$ cat src/rtl/core/lrw_pkg.sv
// Shared constants, types and helper functions of the local RMS window block.
// No dependencies.
package lrw_pkg;

    localparam int MAX_WIDTH   = 1024;
    localparam int WIDTH_LIMIT = (MAX_WIDTH < 1024) ? MAX_WIDTH : 1024;
    localparam int MEM_AW      = $clog2(MAX_WIDTH);
    localparam int LINES       = 4;
    localparam int WINDOW_SIZE = 5;
    localparam int COL_W       = 10;
    localparam int ROW_W       = 11;
    localparam int CFG_W       = 11;
    localparam int CFG_IDX_W   = 2;
    localparam int SAMPLE_W    = 17;
    localparam int SQ_W        = 34;
    localparam int COLSUM_W    = 35;
    localparam int WSUM_W      = 37;
    localparam int SCALED_W    = WSUM_W + 8;
    localparam int SQRT_IN_W   = SCALED_W + 1;
    localparam int SQRT_STEPS  = SQRT_IN_W / 2;
    localparam int ROOT_W      = SQRT_STEPS;
    localparam int SREM_W      = ROOT_W + 2;
    localparam int STEP_W      = 6;
    localparam int RMS_W       = 20;
    localparam int Q_DEPTH     = 4;
    localparam int Q_AW        = 2;

    // floor(x / 5) = (x * RECIP_5) >> RECIP_SHIFT for any x below 2**23
    localparam int RECIP_W     = 24;
    localparam int RECIP_SHIFT = 26;
    localparam logic [RECIP_W-1:0] RECIP_5 = 24'hCCCCCD;

    localparam logic [CFG_IDX_W-1:0] REG_IMAGE_WIDTH  = 2'd0;
    localparam logic [CFG_IDX_W-1:0] REG_IMAGE_HEIGHT = 2'd1;

    typedef struct packed {
        logic [COLSUM_W-1:0] colsum;
        logic [9:0]          out_row;
        logic [9:0]          out_col;
        logic                col_first;
        logic                emit;
        logic                row_end;
        logic                frame_end;
    } col_item_t;

    function automatic logic [CFG_W-1:0] eff_width(input logic [CFG_W-1:0] w);
        logic [CFG_W-1:0] r;
        r = w;
        if (r > CFG_W'(WIDTH_LIMIT)) r = CFG_W'(WIDTH_LIMIT);
        if (r < CFG_W'(3)) r = CFG_W'(3);
        return r;
    endfunction

    function automatic logic [CFG_W-1:0] eff_height(input logic [CFG_W-1:0] h);
        logic [CFG_W-1:0] r;
        r = h;
        if (r > CFG_W'(1024)) r = CFG_W'(1024);
        if (r < CFG_W'(1)) r = CFG_W'(1);
        return r;
    endfunction

    function automatic logic [SAMPLE_W-1:0] sq_mag(input logic [SAMPLE_W-1:0] p);
        return p[SAMPLE_W-1] ? (SAMPLE_W'(0) - p) : p;
    endfunction

endpackage

$ cat src/rtl/core/lrw_back.sv
// Back part: slides the 5-column window and turns each window sum into
// floor(sqrt(sum*256)/5) with a serial square root and a reciprocal multiply.
// Depends on lrw_pkg.
module lrw_back (
    input  logic                       clk,
    input  logic                       rst_n,
    input  logic                       q_empty,
    output logic                       q_pop,
    input  lrw_pkg::col_item_t         q_data,
    output logic                       out_valid,
    input  logic                       out_ready,
    output logic [lrw_pkg::RMS_W-1:0]  out_rms,
    output logic [9:0]                 out_row,
    output logic [9:0]                 out_col,
    output logic                       out_last_run,
    output logic                       out_last_frame
);

    localparam logic [1:0] B_IDLE = 2'd0;
    localparam logic [1:0] B_SQRT = 2'd1;
    localparam logic [1:0] B_OUT  = 2'd2;
    localparam int PROD_W = lrw_pkg::ROOT_W + lrw_pkg::RECIP_W;

    logic [1:0]                        state_reg;
    logic [lrw_pkg::COLSUM_W-1:0]      cs_reg [lrw_pkg::WINDOW_SIZE];
    logic [lrw_pkg::WSUM_W-1:0]        ws_reg;
    lrw_pkg::col_item_t                item_reg;
    logic [1:0]                        k_reg;
    logic [lrw_pkg::STEP_W-1:0]        step_reg;
    logic [lrw_pkg::SQRT_IN_W-1:0]     sx_reg;
    logic [lrw_pkg::SREM_W-1:0]        srem_reg;
    logic [lrw_pkg::ROOT_W-1:0]        root_reg;

    logic                              do_shift;
    logic                              shift_clear;
    logic [lrw_pkg::COLSUM_W-1:0]      shift_val;
    logic [lrw_pkg::WSUM_W-1:0]        ws_shifted;
    logic                              more;
    logic [lrw_pkg::SREM_W+1:0]        st;
    logic [lrw_pkg::SREM_W+1:0]        trial;
    logic                              sge;
    logic [lrw_pkg::ROOT_W-1:0]        root_next;
    logic [PROD_W-1:0]                 scaled;
    logic [lrw_pkg::RMS_W:0]           root_div5;

    assign q_pop     = (state_reg == B_IDLE) && !q_empty;
    assign more      = item_reg.row_end && (k_reg != 2'd2);
    assign out_valid = (state_reg == B_OUT);
    assign out_row   = item_reg.out_row;
    assign out_col   = item_reg.out_col + 10'(k_reg);
    assign out_last_run   = !item_reg.row_end || (k_reg == 2'd2);
    assign out_last_frame = item_reg.row_end && item_reg.frame_end && (k_reg == 2'd2);

    // divide the root by five and saturate
    assign scaled    = PROD_W'(root_reg) * PROD_W'(lrw_pkg::RECIP_5);
    assign root_div5 = scaled[lrw_pkg::RECIP_SHIFT +: lrw_pkg::RMS_W + 1];
    assign out_rms   = root_div5[lrw_pkg::RMS_W] ? {lrw_pkg::RMS_W{1'b1}}
                                                 : root_div5[lrw_pkg::RMS_W-1:0];

    // window shift: new column from the queue, or a zero column at row end
    always_comb
    begin
        do_shift    = q_pop || (out_valid && out_ready && more);
        shift_clear = q_pop && q_data.col_first;
        shift_val   = q_pop ? q_data.colsum : '0;
        if (shift_clear) ws_shifted = lrw_pkg::WSUM_W'(shift_val);
        else ws_shifted = ws_reg - lrw_pkg::WSUM_W'(cs_reg[0])
                          + lrw_pkg::WSUM_W'(shift_val);
    end

    always_comb
    begin
        st        = {srem_reg, sx_reg[lrw_pkg::SQRT_IN_W-1 -: 2]};
        trial     = {2'b00, root_reg, 2'b01};
        sge       = (st >= trial);
        root_next = {root_reg[lrw_pkg::ROOT_W-2:0], sge};
    end

    always_ff @(posedge clk or negedge rst_n)
    begin
        if (!rst_n)
        begin
            state_reg <= B_IDLE;
            ws_reg    <= '0;
            k_reg     <= '0;
            step_reg  <= '0;
            for (int i = 0; i < lrw_pkg::WINDOW_SIZE; i++) cs_reg[i] <= '0;
        end
        else
        begin
            if (do_shift)
            begin
                for (int i = 0; i < lrw_pkg::WINDOW_SIZE - 1; i++)
                    cs_reg[i] <= shift_clear ? '0 : cs_reg[i+1];
                cs_reg[lrw_pkg::WINDOW_SIZE-1] <= shift_val;
                ws_reg <= ws_shifted;
            end
            case (state_reg)
                B_IDLE:
                begin
                    if (q_pop && q_data.emit)
                    begin
                        k_reg     <= '0;
                        step_reg  <= '0;
                        state_reg <= B_SQRT;
                    end
                end
                B_SQRT:
                begin
                    step_reg <= step_reg + 1'b1;
                    if (step_reg == lrw_pkg::STEP_W'(lrw_pkg::SQRT_STEPS - 1))
                        state_reg <= B_OUT;
                end
                B_OUT:
                begin
                    if (out_ready)
                    begin
                        if (more)
                        begin
                            k_reg     <= k_reg + 1'b1;
                            step_reg  <= '0;
                            state_reg <= B_SQRT;
                        end
                        else
                        begin
                            state_reg <= B_IDLE;
                        end
                    end
                end
                default:
                begin
                    state_reg <= B_IDLE;
                end
            endcase
        end
    end

    // datapath of the square root
    always_ff @(posedge clk)
    begin
        if (q_pop) item_reg <= q_data;
        if (do_shift)
        begin
            sx_reg   <= {1'b0, ws_shifted, 8'h00};
            srem_reg <= '0;
            root_reg <= '0;
        end
        else if (state_reg == B_SQRT)
        begin
            srem_reg <= sge ? lrw_pkg::SREM_W'(st - trial) : lrw_pkg::SREM_W'(st);
            root_reg <= root_next;
            sx_reg   <= {sx_reg[lrw_pkg::SQRT_IN_W-3:0], 2'b00};
        end
    end

endmodule

$ cat config.mk
export PLATFORM = sky130hd
export DESIGN_NAME = lrw_back
export DESIGN_NICKNAME = d
export VERILOG_FILES = /design/src/rtl/core/lrw_pkg.sv /design/src/rtl/core/lrw_back.sv
export SDC_FILE = /design/constraint.sdc
export NUM_CORES = 1
export LEC_CHECK = 0
export BUFFER_PORTS_ARGS = -buffer_cell sky130_fd_sc_hd__clkbuf_2
export CAP_MARGIN = 10
export CORE_MARGIN = 4
export CORE_UTILIZATION = 50
export CTS_BUF_LIST = sky130_fd_sc_hd__clkbuf_4 sky130_fd_sc_hd__clkbuf_8
export DETAILED_ROUTE_END_ITERATION = 16
export PLACE_DENSITY_LB_ADDON = 0.2
export SYNTH_ARGS = -nofsm -noshare
export SYNTH_HDL_FRONTEND = slang
export SYNTH_SLANG_ARGS = --single-unit
export TNS_END_PERCENT = 30
$ cat constraint.sdc
create_clock -name clk -period 11.9 [get_ports clk]
set_input_delay 0.595 -clock clk [delete_from_list [all_inputs] [get_ports clk]]
set_output_delay 0.595 -clock clk [all_outputs]
set_load 0.05 [all_outputs]
# == Word level (Yosys, flattened, before mapping) ==
# Index checks and enable logic that the tools add are counted.
# W data, S select, Z words.
# totals
reg_bits,330
# op_classes
n_addsub,6
mux,23
magnitude_cmp,1
reduce_logical,19
n_mul,1
eq_ne,9
# ops
op,n
$mux W35,5
$mux W45,2
$mul A23 B24 Y47 const B,1
$add A37 B35 Y37,1
$mux W37,1
$sub A37 B35 Y37,1
$ge A27 B25 Y1,1
$mux W25,1
$sub A25 B25 Y25,1
$mux W20,1
$mux W6,3
$pmux W6 S3,1
$mux W2,6
$add A10 B2 Y10,1
$logic_and A1 B1 Y1,8
$reduce_and A4 Y1,2
$add A6 B1 Y6 const B,1
$eq A6 B5 Y1 const B,1
$ne A2 B1 Y1 const B,3
$pmux W2 S3,1
$eq A2 B2 Y1 const B,2
$ne A2 B2 Y1 const B,2
$pmux W2 S2,1
$reduce_bool A2 Y1,2
8 further kinds,10

# == Depth between registers and ports, before layout ==
# logic_depth
word_depth,6
depth_mapped,25
mapped_depth_nobuf,25

# == Worst setup path after synthesis ==
# OpenSTA, ideal clock, no wires.
# synth_path
path_type,reg-to-output
from,register root_reg[6] (netlist name)
to,output out_rms[10] (netlist name)
t_arrival_ns,7.146
required_ns,11.305
path_stages_with_launch,26
path_slack_ns,4.159
path_cell_list,dfxtp_1 inv_1 ha_1 inv_1 fa_1 inv_1 fa_1 inv_1 fa_1 inv_1 fa_1 inv_1 fa_1 inv_1 fa_1 inv_1 ha_1 a21oi_1 o21ai_0 o21ai_0 a211oi_1 a211oi_2 o21ai_1 mux2i_1 clkbuf_1 o21ai_0
# synth_between
elab_chain_cells,2
# synth_rtl
item,line,source
start: declaration,lrw_back.sv:32,logic [lrw_pkg::ROOT_W-1:0] root_reg;
start signal: assignment,lrw_back.sv:151,root_reg <= root_next;
$mul A23 B24 Y47,lrw_back.sv:55,assign scaled = PROD_W'(root_reg) * PROD_W'(lrw_pkg::RECIP_5);
$mux W20,lrw_back.sv:57,assign out_rms = root_div5[lrw_pkg::RMS_W] ? {lrw_pkg::RMS_W{1'b1}}
end: declaration,lrw_back.sv:12,"output logic [lrw_pkg::RMS_W-1:0] out_rms,"
# Every way passes these cells.

# == Worst setup path in the final report ==
# layout_path
from,register root_reg[6] (netlist name)
to,output out_rms[12] (netlist name)
# Same word-level chain as after synthesis.

==> reports/metrics.yaml <==
outcome:
  status: "completed"
floorplanning:
  die_h_um: 232.3
  std_cell_rows: 81
  die_area_um2: 53980
  core_um2: 49360
  io_pins: 107
  fp.dieW_um: 232.3
  start_util: 0.5098
grt:
  grt_max_degree: 204
  grt_pass1_vias: 19450
  gr-usage-all-layers: 0.2162
  antenna_found_initial: 0
  overflow: 0
  grt_first_pass_wirelength_um: 96570
placed_design:
  dp.cells: 3454
  place_hpwl_um: 43280
  dpl-instance-area_um2: 26200
  place.gp.congestion: 0.9247
  io_buffers: 106
logic_synthesis:
  synth_nets: 3298
  synth_top_cells_by_area: "dfrtp_1 22%, fa_1 14%, ha_1 13%"
  yosys.area.top_type_share: 0.2208
  yosysSeqAreaShare: 0.3302
  yosysTopAreaCell: "dfrtp_1"
  yosysUniqueCellTypes: 65
  synth_area_per_cell_um2: 9.028
  synth_area_um2: 25160
  synthCells: 2787
  yosys_register_bits: 330
  yosys_warnings: 0
  synthArstFlopShare: 0.6727
  synth-main-ff-cell: "dfrtp_1"
  synth-edff-count: 59
flow_run:
  maxCapViolCount: 0
sta:
  setup_viol: 0
  worstMarginPinSlew_ns: 1.077
  fmax_mhz: 111.4
  clock_skew_ns: 0.01783
  grt_setup_unrepaired: "false"
  setup_tns_ns: 0
  hold_violations: 0
  max_slew_margin: 0.2720
  slew_viol_final: 0
  finalCriticalPeriod_ns: 8.974
  period_share: 0.7542
setup_path:
  crit_path_start_kind: "register"
  r2r-end: "sx_reg[42]"
  timing.critical_path.fanout_max: 18
  cp-end-kind: "output port"
  reg2reg_depth: 16
  cp.arrival_ns: 8.38
  cp.buffers_inverters: 9
  max_stage_delay_ns: 0.69
  cp_num_cells: 26
  timing.rr.start: "state_reg[1]"
  cpLargestDelayFamily: "adder cells"
  slowest_stage: "mux2i_2"
  cp_common_cell: "inv_1"
  worst-setup-path-type: "register to output port"
  r2r_slack_ns: 6.20
  cp.required_ns: 11.31
clock_network:
  clock-sinks: 330
  cts_resized: 0
  cts_root_buf: "clkbuf_8"
  path_clk_slew_ns: 0.06
  cts_buffers: 55
  h-tree-depth: 2
  cts_tree: "yes"
  cts_buffer_depth: 3
  clock_latency_ns: 0.63
drt:
  ant_nets: 0
  drt-total-wl_um: 57630
  drc: 0
  via_per_inst: 5.337
  route.detailed.wl_per_inst_um: 16.20
  first_pass_iters: 7
  vias: 18990
  drtIter0Drc: 976
finish:
  fin_cells: 3557
  num_antenna_cells: 0
  mostFrequentLayoutCell: "nand2_1"
  largest_reg_flops: 175
  final_cell_mix: "498 x nand2_1, 419 x inv_1, 269 x ha_1"
  final_nets: 3359
  drive_gt1_frac: 0.08123
  area_delta_synth_final_pct: 8.836
  final_cell_area_um2: 27390
hold_path:
  hp-start: "q_data[19]"
  hold_class: "primary input to register"
  holdPathStages: 1
  holdPathEnd: "out_row[5]"
==> per-layer routing <==
| layer | vias up | share of wire | routed length (um) | global-route usage |
|---|---|---|---|---|
| li1 | 9348 | - | - | - |
| met1 | 9233 | 0.45 | 25940 | 0.2912 |
| met2 | 319 | 0.50 | 28660 | 0.3740 |
| met3 | 85 | 0.033 | 1887 | 0.02576 |
| met4 | 0 | 0.020 | 1151 | 0.05418 |
| met5 | - | 0 | 0 | 0 |
==> layout make-up <==
cell class | count | area, um2
clock inverter | 12 | 92.59
fill | 4490 | 21970
clock buffer | 90 | 1082
timing repair buffer | 119 | 665.6
tap | 664 | 830.8
multi-input combinational | 1922 | 14830
inverter | 420 | 1577
sequential | 330 | 8308
==> per-stage QoR <==
step,worst slack (ns),util,hold WS (ns)
finish,2.926,0.5548,0.1414
global route,2.428,0.5548,0.1040
CTS,2.597,0.5548,0.08266
detailed placement,3.307,0.5308,0.4529
global placement,3.519,0.5308,0.4374
floorplan,4.159,-,0.2994
==> synthesized netlist by cell type, types with 24 or more instances <==
cell type	n
a21o_1	58
nor2_1	92
nand3_1	202
nand2_1	499
a21oi_1	106
o211ai_1	26
xor2_1	38
ha_1	269
o21ai_0	120
dfxtp_1	49
o21a_1	24
xnor2_1	42
inv_1	420
fa_1	179
clkbuf_1	83
dfrtp_1	222
edfxtp_1	59
==> worst max-delay path by stage <==
stage	startpoint	end
finish	root_reg[6]	out_rms[12]
global route	root_reg[6]	out_rms[12]
CTS	root_reg[6]	out_rms[12]
detailed placement	root_reg[6]	out_rms[12]
global placement	root_reg[6]	out_rms[12]
floorplan	root_reg[6]	out_rms[10]
==> logic make-up (layout without fill, tap and decap cells) <==
group,count (synthesis),after routing,synth area share
flops,330,330,0.3302
xor+xnor,80,80,0.02785
buf+inv,535,641,0.08225
fa+ha+maj,448,448,0.2762
compound gates,468,468,0.1178
mux,23,23,0.009150
simple gates,903,903,0.1566
==> timing repair <==
item / 4_1_cts / 5_1_grt
buffers inserted: 0 / 0
hold buffers: 1 / 0
setup endpoints to repair: 0 / 0
hold endpoints to repair: 82 / 0
Power is left out: the tool's default activity adds up to more than one toggle a clock period on the data nets, which glitch-free logic cannot reach.
