===== src/rtl/core/lrw_pkg.sv =====
// Shared constants, types and helper functions of the local RMS window block.
// No dependencies.
package lrw_pkg;

    localparam int MAX_WIDTH   = 1024;
    localparam int WIDTH_LIMIT = (MAX_WIDTH < 1024) ? MAX_WIDTH : 1024;
    localparam int MEM_AW      = $clog2(MAX_WIDTH);
    localparam int LINES       = 4;
    localparam int WINDOW_SIZE = 5;
    localparam int COL_W       = 10;
    localparam int ROW_W       = 11;
    localparam int CFG_W       = 11;
    localparam int CFG_IDX_W   = 2;
    localparam int SAMPLE_W    = 17;
    localparam int SQ_W        = 34;
    localparam int COLSUM_W    = 35;
    localparam int WSUM_W      = 37;
    localparam int SCALED_W    = WSUM_W + 8;
    localparam int SQRT_IN_W   = SCALED_W + 1;
    localparam int SQRT_STEPS  = SQRT_IN_W / 2;
    localparam int ROOT_W      = SQRT_STEPS;
    localparam int SREM_W      = ROOT_W + 2;
    localparam int STEP_W      = 6;
    localparam int RMS_W       = 20;
    localparam int Q_DEPTH     = 4;
    localparam int Q_AW        = 2;

    // floor(x / 5) = (x * RECIP_5) >> RECIP_SHIFT for any x below 2**23
    localparam int RECIP_W     = 24;
    localparam int RECIP_SHIFT = 26;
    localparam logic [RECIP_W-1:0] RECIP_5 = 24'hCCCCCD;

    localparam logic [CFG_IDX_W-1:0] REG_IMAGE_WIDTH  = 2'd0;
    localparam logic [CFG_IDX_W-1:0] REG_IMAGE_HEIGHT = 2'd1;

    typedef struct packed {
        logic [COLSUM_W-1:0] colsum;
        logic [9:0]          out_row;
        logic [9:0]          out_col;
        logic                col_first;
        logic                emit;
        logic                row_end;
        logic                frame_end;
    } col_item_t;

    function automatic logic [CFG_W-1:0] eff_width(input logic [CFG_W-1:0] w);
        logic [CFG_W-1:0] r;
        r = w;
        if (r > CFG_W'(WIDTH_LIMIT)) r = CFG_W'(WIDTH_LIMIT);
        if (r < CFG_W'(3)) r = CFG_W'(3);
        return r;
    endfunction

    function automatic logic [CFG_W-1:0] eff_height(input logic [CFG_W-1:0] h);
        logic [CFG_W-1:0] r;
        r = h;
        if (r > CFG_W'(1024)) r = CFG_W'(1024);
        if (r < CFG_W'(1)) r = CFG_W'(1);
        return r;
    endfunction

    function automatic logic [SAMPLE_W-1:0] sq_mag(input logic [SAMPLE_W-1:0] p);
        return p[SAMPLE_W-1] ? (SAMPLE_W'(0) - p) : p;
    endfunction

endpackage


===== src/rtl/core/lrw_fifo.sv =====
// Short queue of column items between the front and back parts.
// Depends on lrw_pkg.
module lrw_fifo (
    input  logic              clk,
    input  logic              rst_n,
    input  logic              push,
    input  lrw_pkg::col_item_t din,
    output logic              full,
    input  logic              pop,
    output lrw_pkg::col_item_t dout,
    output logic              empty
);

    lrw_pkg::col_item_t           entry_reg [lrw_pkg::Q_DEPTH];
    logic [lrw_pkg::Q_AW-1:0]     wr_ptr_reg;
    logic [lrw_pkg::Q_AW-1:0]     rd_ptr_reg;
    logic [lrw_pkg::Q_AW:0]       count_reg;
    logic [lrw_pkg::Q_AW:0]       count_next;

    assign full  = (count_reg == (lrw_pkg::Q_AW + 1)'(lrw_pkg::Q_DEPTH));
    assign empty = (count_reg == '0);
    assign dout  = entry_reg[rd_ptr_reg];

    always_comb
    begin
        count_next = count_reg;
        if (push && !pop) count_next = count_reg + 1'b1;
        if (pop && !push) count_next = count_reg - 1'b1;
    end

    always_ff @(posedge clk or negedge rst_n)
    begin
        if (!rst_n)
        begin
            wr_ptr_reg <= '0;
            rd_ptr_reg <= '0;
            count_reg  <= '0;
        end
        else
        begin
            if (push) wr_ptr_reg <= wr_ptr_reg + 1'b1;
            if (pop)  rd_ptr_reg <= rd_ptr_reg + 1'b1;
            count_reg <= count_next;
        end
    end

    always_ff @(posedge clk)
    begin
        if (push) entry_reg[wr_ptr_reg] <= din;
    end

endmodule


===== config.mk =====
export PLATFORM = sky130hd
export DESIGN_NAME = lrw_fifo
export DESIGN_NICKNAME = d
export VERILOG_FILES = /design/src/rtl/core/lrw_pkg.sv /design/src/rtl/core/lrw_fifo.sv
export SDC_FILE = /design/constraint.sdc
export NUM_CORES = 1
export LEC_CHECK = 0
export ABC_AREA = 1
export CAP_MARGIN = 20
export CORE_UTILIZATION = 60
export CTS_CLUSTER_DIAMETER = 40
export CTS_CLUSTER_SIZE = 14
export DETAILED_ROUTE_END_ITERATION = 8
export DONT_BUFFER_PORTS = 1
export GPL_TIMING_DRIVEN = 0
export PLACE_DENSITY = 0.84
export SYNTH_ARGS = -nofsm -noshare
export SYNTH_HDL_FRONTEND = slang
export SYNTH_SLANG_ARGS = --single-unit

===== constraint.sdc =====
create_clock -name clk -period 2.8 [get_ports clk]
set_clock_uncertainty 0.15 [all_clocks]
set_input_delay 0.28 -clock clk [delete_from_list [all_inputs] [get_ports clk]]
set_output_delay 0.28 -clock clk [all_outputs]
set_load 0.02 [all_outputs]

* Word-level counts from Yosys, hierarchy flattened
Memories as Yosys holds them, arrays and structs flattened.
Index checks and enable logic that the tools add are counted.
** Operators by class
- $add $sub $neg :: 4
- Eq/ne operators :: 1
- Multiplexer cells :: 4
- Reduce and logical (&&, ||, !) cells :: 6
** Operators by type and width (count)
- two-way mux 3 bit :: 2
- adder 2 x 1 -> 2 bit, second input constant :: 2
- adder 3 x 1 -> 3 bit, second input constant :: 1
- == test 3 bit, second input constant :: 1
- zero test 3 bit :: 1
- subtractor 3 x 1 -> 3 bit, second input constant :: 1
- logical AND 1 bit :: 2
- zero test 1 bit :: 2
- two-way mux 1 bit :: 2
- nonzero test 2 bit :: 1
** Word-level totals
- Bits in registers :: 7
- Memory bits (writable) :: 236
- Output and inout port bits :: 61
- Memories :: 1
** Memories
- entry_reg :: depth 4, bits a word 59, rd ports 1, clocked after Yosys merged registers in 0, wr ports 1, line lrw_fifo.sv:14 : lrw_pkg::col_item_t entry_reg [lrw_pkg::Q_DEPTH];

* Depth between registers and ports, before layout
Gate-level depths: netlist (run 1).
- Depth after elaboration :: 4
- Depth in mapped cells :: 10

* Least setup slack after synthesis (run 1)
No wires, ideal clock.
- Path kind :: reg-to-reg
- Start point :: register wr_ptr_reg[0] in the netlist's numbering
- End point :: memory entry_reg[0][0] in the netlist's numbering, enable pin
- Library setup time :: 0.413 ns
- Arrival :: 1.827 ns
- Required time :: 2.237 ns
- Setup slack :: 0.409 ns
- Stages on the path, launching flop included :: 5
- Clock period less this slack :: 2.391 ns
- Cells stage by stage :: dfrtp_1 inv_1 ha_1 nand2_1 inv_1
** RTL lines
- start, declared :: line lrw_fifo.sv:15 : logic [lrw_pkg::Q_AW-1:0] wr_ptr_reg;
- start signal, assigned :: line lrw_fifo.sv:41 : if (push) wr_ptr_reg <= wr_ptr_reg + 1'b1;
- end, declared :: line lrw_fifo.sv:14
Straight into the memory's write port.

==> reports/summary.txt, run 1 <==
outcome: complete, no violations
Starting DRT DRC Count: 461
hold path cells: 1
Reg-to-Reg Start: wr_ptr_reg[1]
post-synthesis sequential area ratio: 74.8%
Area Overhead vs Synth: 19.2%
Synth warnings: 0
unrepaired setup endpoints after global routing: false
Max Clock Freq: 0.425 GHz
Final Max Tran Viols: 0
P_leak: 0.00451 uW
die area: 16700 um2
vias in the first global route: 6256
post-DP HPWL: 11.7 mm
Critical Path RT: 2.37 ns
critical-path cell list: buf_1 -> nand2_1 -> o211ai_1 -> nand2_1
Cell Count Post-Placement: 953
max reg flops: 236
Clock Path Buffers: 3
HP Class: in -> reg
Finished Layout Cells: 1066
grt ovf: 0
commonest non-fill, non-tap cell in the layout: edfxtp_1
Hold Path Origin: din[41]
wire per inst: 20.2 um
CP Launch Type: flop
CTS tree: built
most frequent cells in the layout: edfxtp_1 (236), nand2_1 (188), inv_1 (127), o211ai_1 (118), dlygate4sd3_1 (63)
initial core utilization: 61.3%
DRC Markers: 0
synthesized area per cell: 13.2 um2
drt pass-1 iters: 5
top cells by area, synth: edfxtp_1 (73%), o211ai_1 (9.1%), nand2_1 (7.3%)
first-pass GRT wire length: 32.4 mm
Worst Hold Path EP: entry_reg[2][41]
port bufs: 0
final setup vio count: 0
worst r2r path cells: 4
PwrDens: 1120 nW/um2
worst setup path class: reg -> out
crit path DAT: 1.92 ns
biggest area consumer among synthesized cells: edfxtp_1
Syn Inst Count: 737
Hold Fails Final Rpt: 0
Die X: 129 um
CTS H-tree depth: 1
Final TNS setup: 0 ns
Vias: 6090
max-cap viol count: 0
Vias per Instance: 5.71
area share of the leading cell type in the synthesized netlist: 73.0%
CTS clk-pin slew, worst paths: 0.06 ns
endpoint class of the critical path: output pin
Final #Nets: 899
GPL Wtd Cong: 0.765
cell area after synthesis: 9700 um2
gr usage total: 26.0%
row cnt: 46
Slew @ Worst Pin: 0.884 ns
Max Fanout on Critical Path: 10
reg2reg end: entry_reg[1][53]
post-cts resize count: 0
initial antenna violation count: 0
Distinct cells, synth: 18
final period utilization: 84.0%
syn_nets: 806
antenna viol nets, final: 0
Yosys reg bits: 243
Ports: 124
CTS buffer count: 28
Core Area: 15800 um2
Most Frequent Cell on Critical Path: nand2_1
worst vdd ir: 0.674 mV
clk sinks: 243
Die Ht: 129 um
Min Clock Period, post-route: 2.35 ns
CP peak stage delay: 0.46 ns
clk_lat worst skew: 0.52 ns
Worst path slowest cell: buf_1
share of layout cells above drive strength 1: 10.1%
Post-CTS Hold Fix Bufs: 63
largest net degree at the start of global routing: 60
Post-CTS Setup Inserts: 0
relative slew slack: 41.1%
CTS root buf: clkbuf_16
reg-to-reg setup timing slack: 0.80 ns
drt total wl: 21.6 mm
diode count: 0
## cells by family (layout without fill, tap and decap cells)
kind of cell | Yosys count | after routing | synth area share [%]
simple gates | 192 | 192 | 7.49
fa+ha+maj | 6 | 6 | 0.851
flops | 243 | 243 | 74.8
compound gates | 120 | 120 | 9.23
xor+xnor | 4 | 4 | 0.361
buf+inv | 172 | 285 | 7.22
## critical path: cells and delay by family, from the launching register on
family / cells / cell delay [ns]
AO/OA/AOI/OAI: 1 / 0.16
buffers and inverters: 1 / 0.46
flip-flops: 1 / 0.38
AND/OR/NAND/NOR: 2 / 0.41
## through the flow
| step | hold WS (ns) | util (%) | setup WS (ns) | power [uW] | area (um2) |
|---|---|---|---|---|---|
| after floorplan | -0.166 | - | 0.409 | 8120 | 9700 |
| after global placement | -0.165 | 63.0 | -0.468 | 9070 | 9970 |
| after detailed placement | -0.165 | 63.1 | 0.816 | 9210 | 9980 |
| after CTS | 0.287 | 73.1 | 0.458 | 13000 | 11600 |
| after global routing | 0.291 | 73.1 | 0.329 | 13500 | 11600 |
| final | 0.302 | 73.1 | 0.447 | 13000 | 11600 |
## per-layer routing
metal / routed length, um / vias up / track usage [%]
met4: 481 / 0 / 9.13
met3: 1910 / 40 / 5.78
met2: 11000 / 296 / 46.8
met5: 0 / - / 0
li1: - / 2749 / -
met1: 8170 / 3005 / 30.9
## Yosys cell counts (all sizes together)
cell type and n:
buf 35, o21ai 2, xnor2 1, nand4 1, nor3 2, fa 1
dfrtp 7, inv 132, nand3 1, xor2 3, ha 5, clkbuf 5
o211ai 118, nand2 188, edfxtp 236
## how the worst max path moves through the flow
stage	depth (start not counted)	startpoint	endpoint	slack, ns
finish	4	rd_ptr_reg[0]	dout[42]	0.45
global placement	3	push	entry_reg[3][26]	-0.47
detailed placement	4	wr_ptr_reg[0]	entry_reg[2][21]	0.82
CTS	4	rd_ptr_reg[0]	dout[42]	0.46
floorplan	4	wr_ptr_reg[0]	entry_reg[0][0]	0.41
global route	4	rd_ptr_reg[1]	dout[27]	0.33
## final cells by class
class                           instances  area, um2
Clock buffer                           30        729
Tap cell                              216        270
Multi-Input combinational cell        322       1740
Fill cell                             951       4270
Inverter                              132        505
Sequential cell                       243       7260
Clock inverter                         20        219
Buffer                                 40        205
Timing Repair Buffer                   63        631
## power by group
part	internal (uW)	switching, uW	total (uW)
Combinational	1000	3320	4320
Clock	2190	1470	3670
Sequential	4770	197	4970
Total	7970	4990	13000
(Power assumes the default switching activity.)
==> run 2: changes to the inputs <==
CORE_UTILIZATION = 57   (was 60)
PLACE_DENSITY = 0.83   (was 0.84)
clock period = 2.1 ns   (was 2.8 ns; I/O delays follow)
==> reports/summary.txt, run 2 (synthesized netlist as in run 1, its figures left out) <==
endpoint class of the critical path: output pin
worst vdd ir: 0.948 mV
commonest non-fill, non-tap cell in the layout: edfxtp_1
largest net degree at the start of global routing: 35
gr usage total: 25.4%
Clock Path Buffers: 3
Worst path slowest cell: dfrtp_2
Vias per Instance: 5.59
final period utilization: 101%
row cnt: 47
CP Launch Type: flop
post-DP HPWL: 12.0 mm
DRC Markers: 0
combinational share of power: 36.0%
Slew @ Worst Pin: 0.631 ns
CTS clk-pin slew, worst paths: 0.06 ns
final setup vio count: 3
HP Class: in -> reg
first-pass GRT wire length: 33.6 mm
die area: 17500 um2
crit path DAT: 1.77 ns
Die Ht: 132 um
CTS root buf: clkbuf_16
clock power share: 28.8%
Internal Power: 11800 uW
worst setup path class: reg -> out
Flop pwr share: 35.2%
Max Fanout on Critical Path: 10
final worst setup slack: -0.0252 ns
Starting DRT DRC Count: 408
final instance area: 12200 um2
CP peak stage delay: 0.46 ns
clk sinks: 243
relative slew slack: 57.6%
initial antenna violation count: 1
CTS buffer count: 29
Ports: 124
Min Clock Period, post-route: 2.13 ns
Final #Nets: 911
Final Max Tran Viols: 0
clk_lat worst skew: 0.51 ns
Hold Fails Final Rpt: 0
grt ovf: 0
critical-path cell list: buf_6 -> buf_4 -> o211ai_1 -> nand2_2
outcome: complete, but fails checks
Cell Count Post-Placement: 961
max-cap viol count: 0
met3 Usage GRT: 5.13%
Most Used Layer, Global Route: met2
drt total wl: 21.9 mm
PwrDens: 1540 nW/um2
CTS tree: built
drt pass-1 iters: 5
initial core utilization: 58.5%
Sw Ratio: 37.4%
most frequent cells in the layout: edfxtp_1 (236), nand2_1 (130), inv_1 (126), o211ai_1 (118), dlygate4sd3_1 (63)
share of layout cells above drive strength 1: 19.2%
Area Overhead vs Synth: 25.4%
max reg flops: 236
antenna viol nets, final: 0
Max Clock Freq: 0.471 GHz
Vias: 6064
CTS H-tree depth: 1
GR met1 Demand/Resource: 31.2%
Core Area: 16600 um2
unrepaired setup endpoints after global routing: true
P_leak: 0.00468 uW
Die X: 132 um
Finished Layout Cells: 1084
wire per inst: 20.2 um
met2 Resource Use GR: 45.1%
vias in the first global route: 6284
Critical Path RT: 1.74 ns
port bufs: 0
GPL Wtd Cong: 0.753
Placed Area: 10100 um2
violated checks: setup timing
P_sw: 7030 uW
==> run 2: changes by cell type in the layout (fill, tap and decap cells not counted), sizes merged <==
| cell | before | now |
|---|---|---|
| clkbuf | 35 | 36 |
| buf | 35 | 42 |
| diode | 0 | 1 |
| clkinvlp | 6 | 10 |
| bufinv | 3 | 7 |
| clkinv | 4 | 5 |
| inv | 139 | 135 |
==> run 2: path summary, 6_finish.rpt <==
path	from	endpoint	slack, ns	depth (start not counted)
worst max-delay path	rd_ptr_reg[0]	dout[57]	-0.03	4
worst min-delay path	din[23]	entry_reg[3][23]	0.24	1
worst max register to register	wr_ptr_reg[0]	entry_reg[0][11]	0.11	5
worst min register to register	wr_ptr_reg[0]	wr_ptr_reg[0]	0.40	1
max in group asynchronous	rst_n	rd_ptr_reg[0]	1.14	2
min in group asynchronous	rst_n	count_reg[2]	0.41	2
==> run 2: metrics by stage <==
stage	utilization, %	total power [uW]	TNS (ns)	setup slack (ns)	hold slack, ns
2_1_floorplan	-	10800	-1.47	-0.0153	-0.236
3_3_place_gp	60.3	12100	-156.48	-0.721	-0.235
3_5_place_dp	60.7	12300	-18.40	-0.226	-0.236
4_1_cts	72.6	18500	-4.13	-0.0988	0.216
5_1_grt	73.4	19600	-0.841	-0.0737	0.231
6_report	73.4	18800	-0.0540	-0.0252	0.238
==> run 2: worst max-delay path, delay by kind of cell (launching register included) <==
kind	cells	cell delay, ns
compound gates	1	0.24
buf+inv	2	0.37
flops	1	0.46
simple gates	1	0.16
==> run 2: area by class of cell <==
cell class              count  area (um2)
inverters                 132         513
multi-input cells         322        1900
repair inverters            4        30.0
clock inverters            21         330
diodes                      1        2.50
plain buffers              40         390
well taps                 220         275
repair buffers             70         733
flip-flops and latches    243        7260
clock buffers              31         733
fillers                   978        4410
==> run 2: repair_timing <==
action	in CTS	in global routing
cloned	3	1
hold buffers	63	0
buffers inserted	2	1
endpoints found under the hold margin	250	0
pin swaps	22	56
resized for setup	93	42
endpoints found under the setup margin	204	124
==> run 2: routing by layer <==
metal | wire length [um] | part of all wire, % | up-vias
met5 | 0 | 0 | -
met4 | 471 | 2.1 | 0
met3 | 1710 | 7.8 | 43
met2 | 11400 | 52 | 265
met1 | 8380 | 38 | 2971
li1 | - | - | 2785
==> run 2: power groups by stage <==
stage | clock [uW] | combinational, uW | sequential (uW)
final | 5420 | 6760 | 6620
after detailed placement | 0 | 5640 | 6690
after global routing | 5650 | 7240 | 6680
after global placement | 0 | 5410 | 6690
after floorplan | 0 | 4190 | 6640
after CTS | 5450 | 6440 | 6590
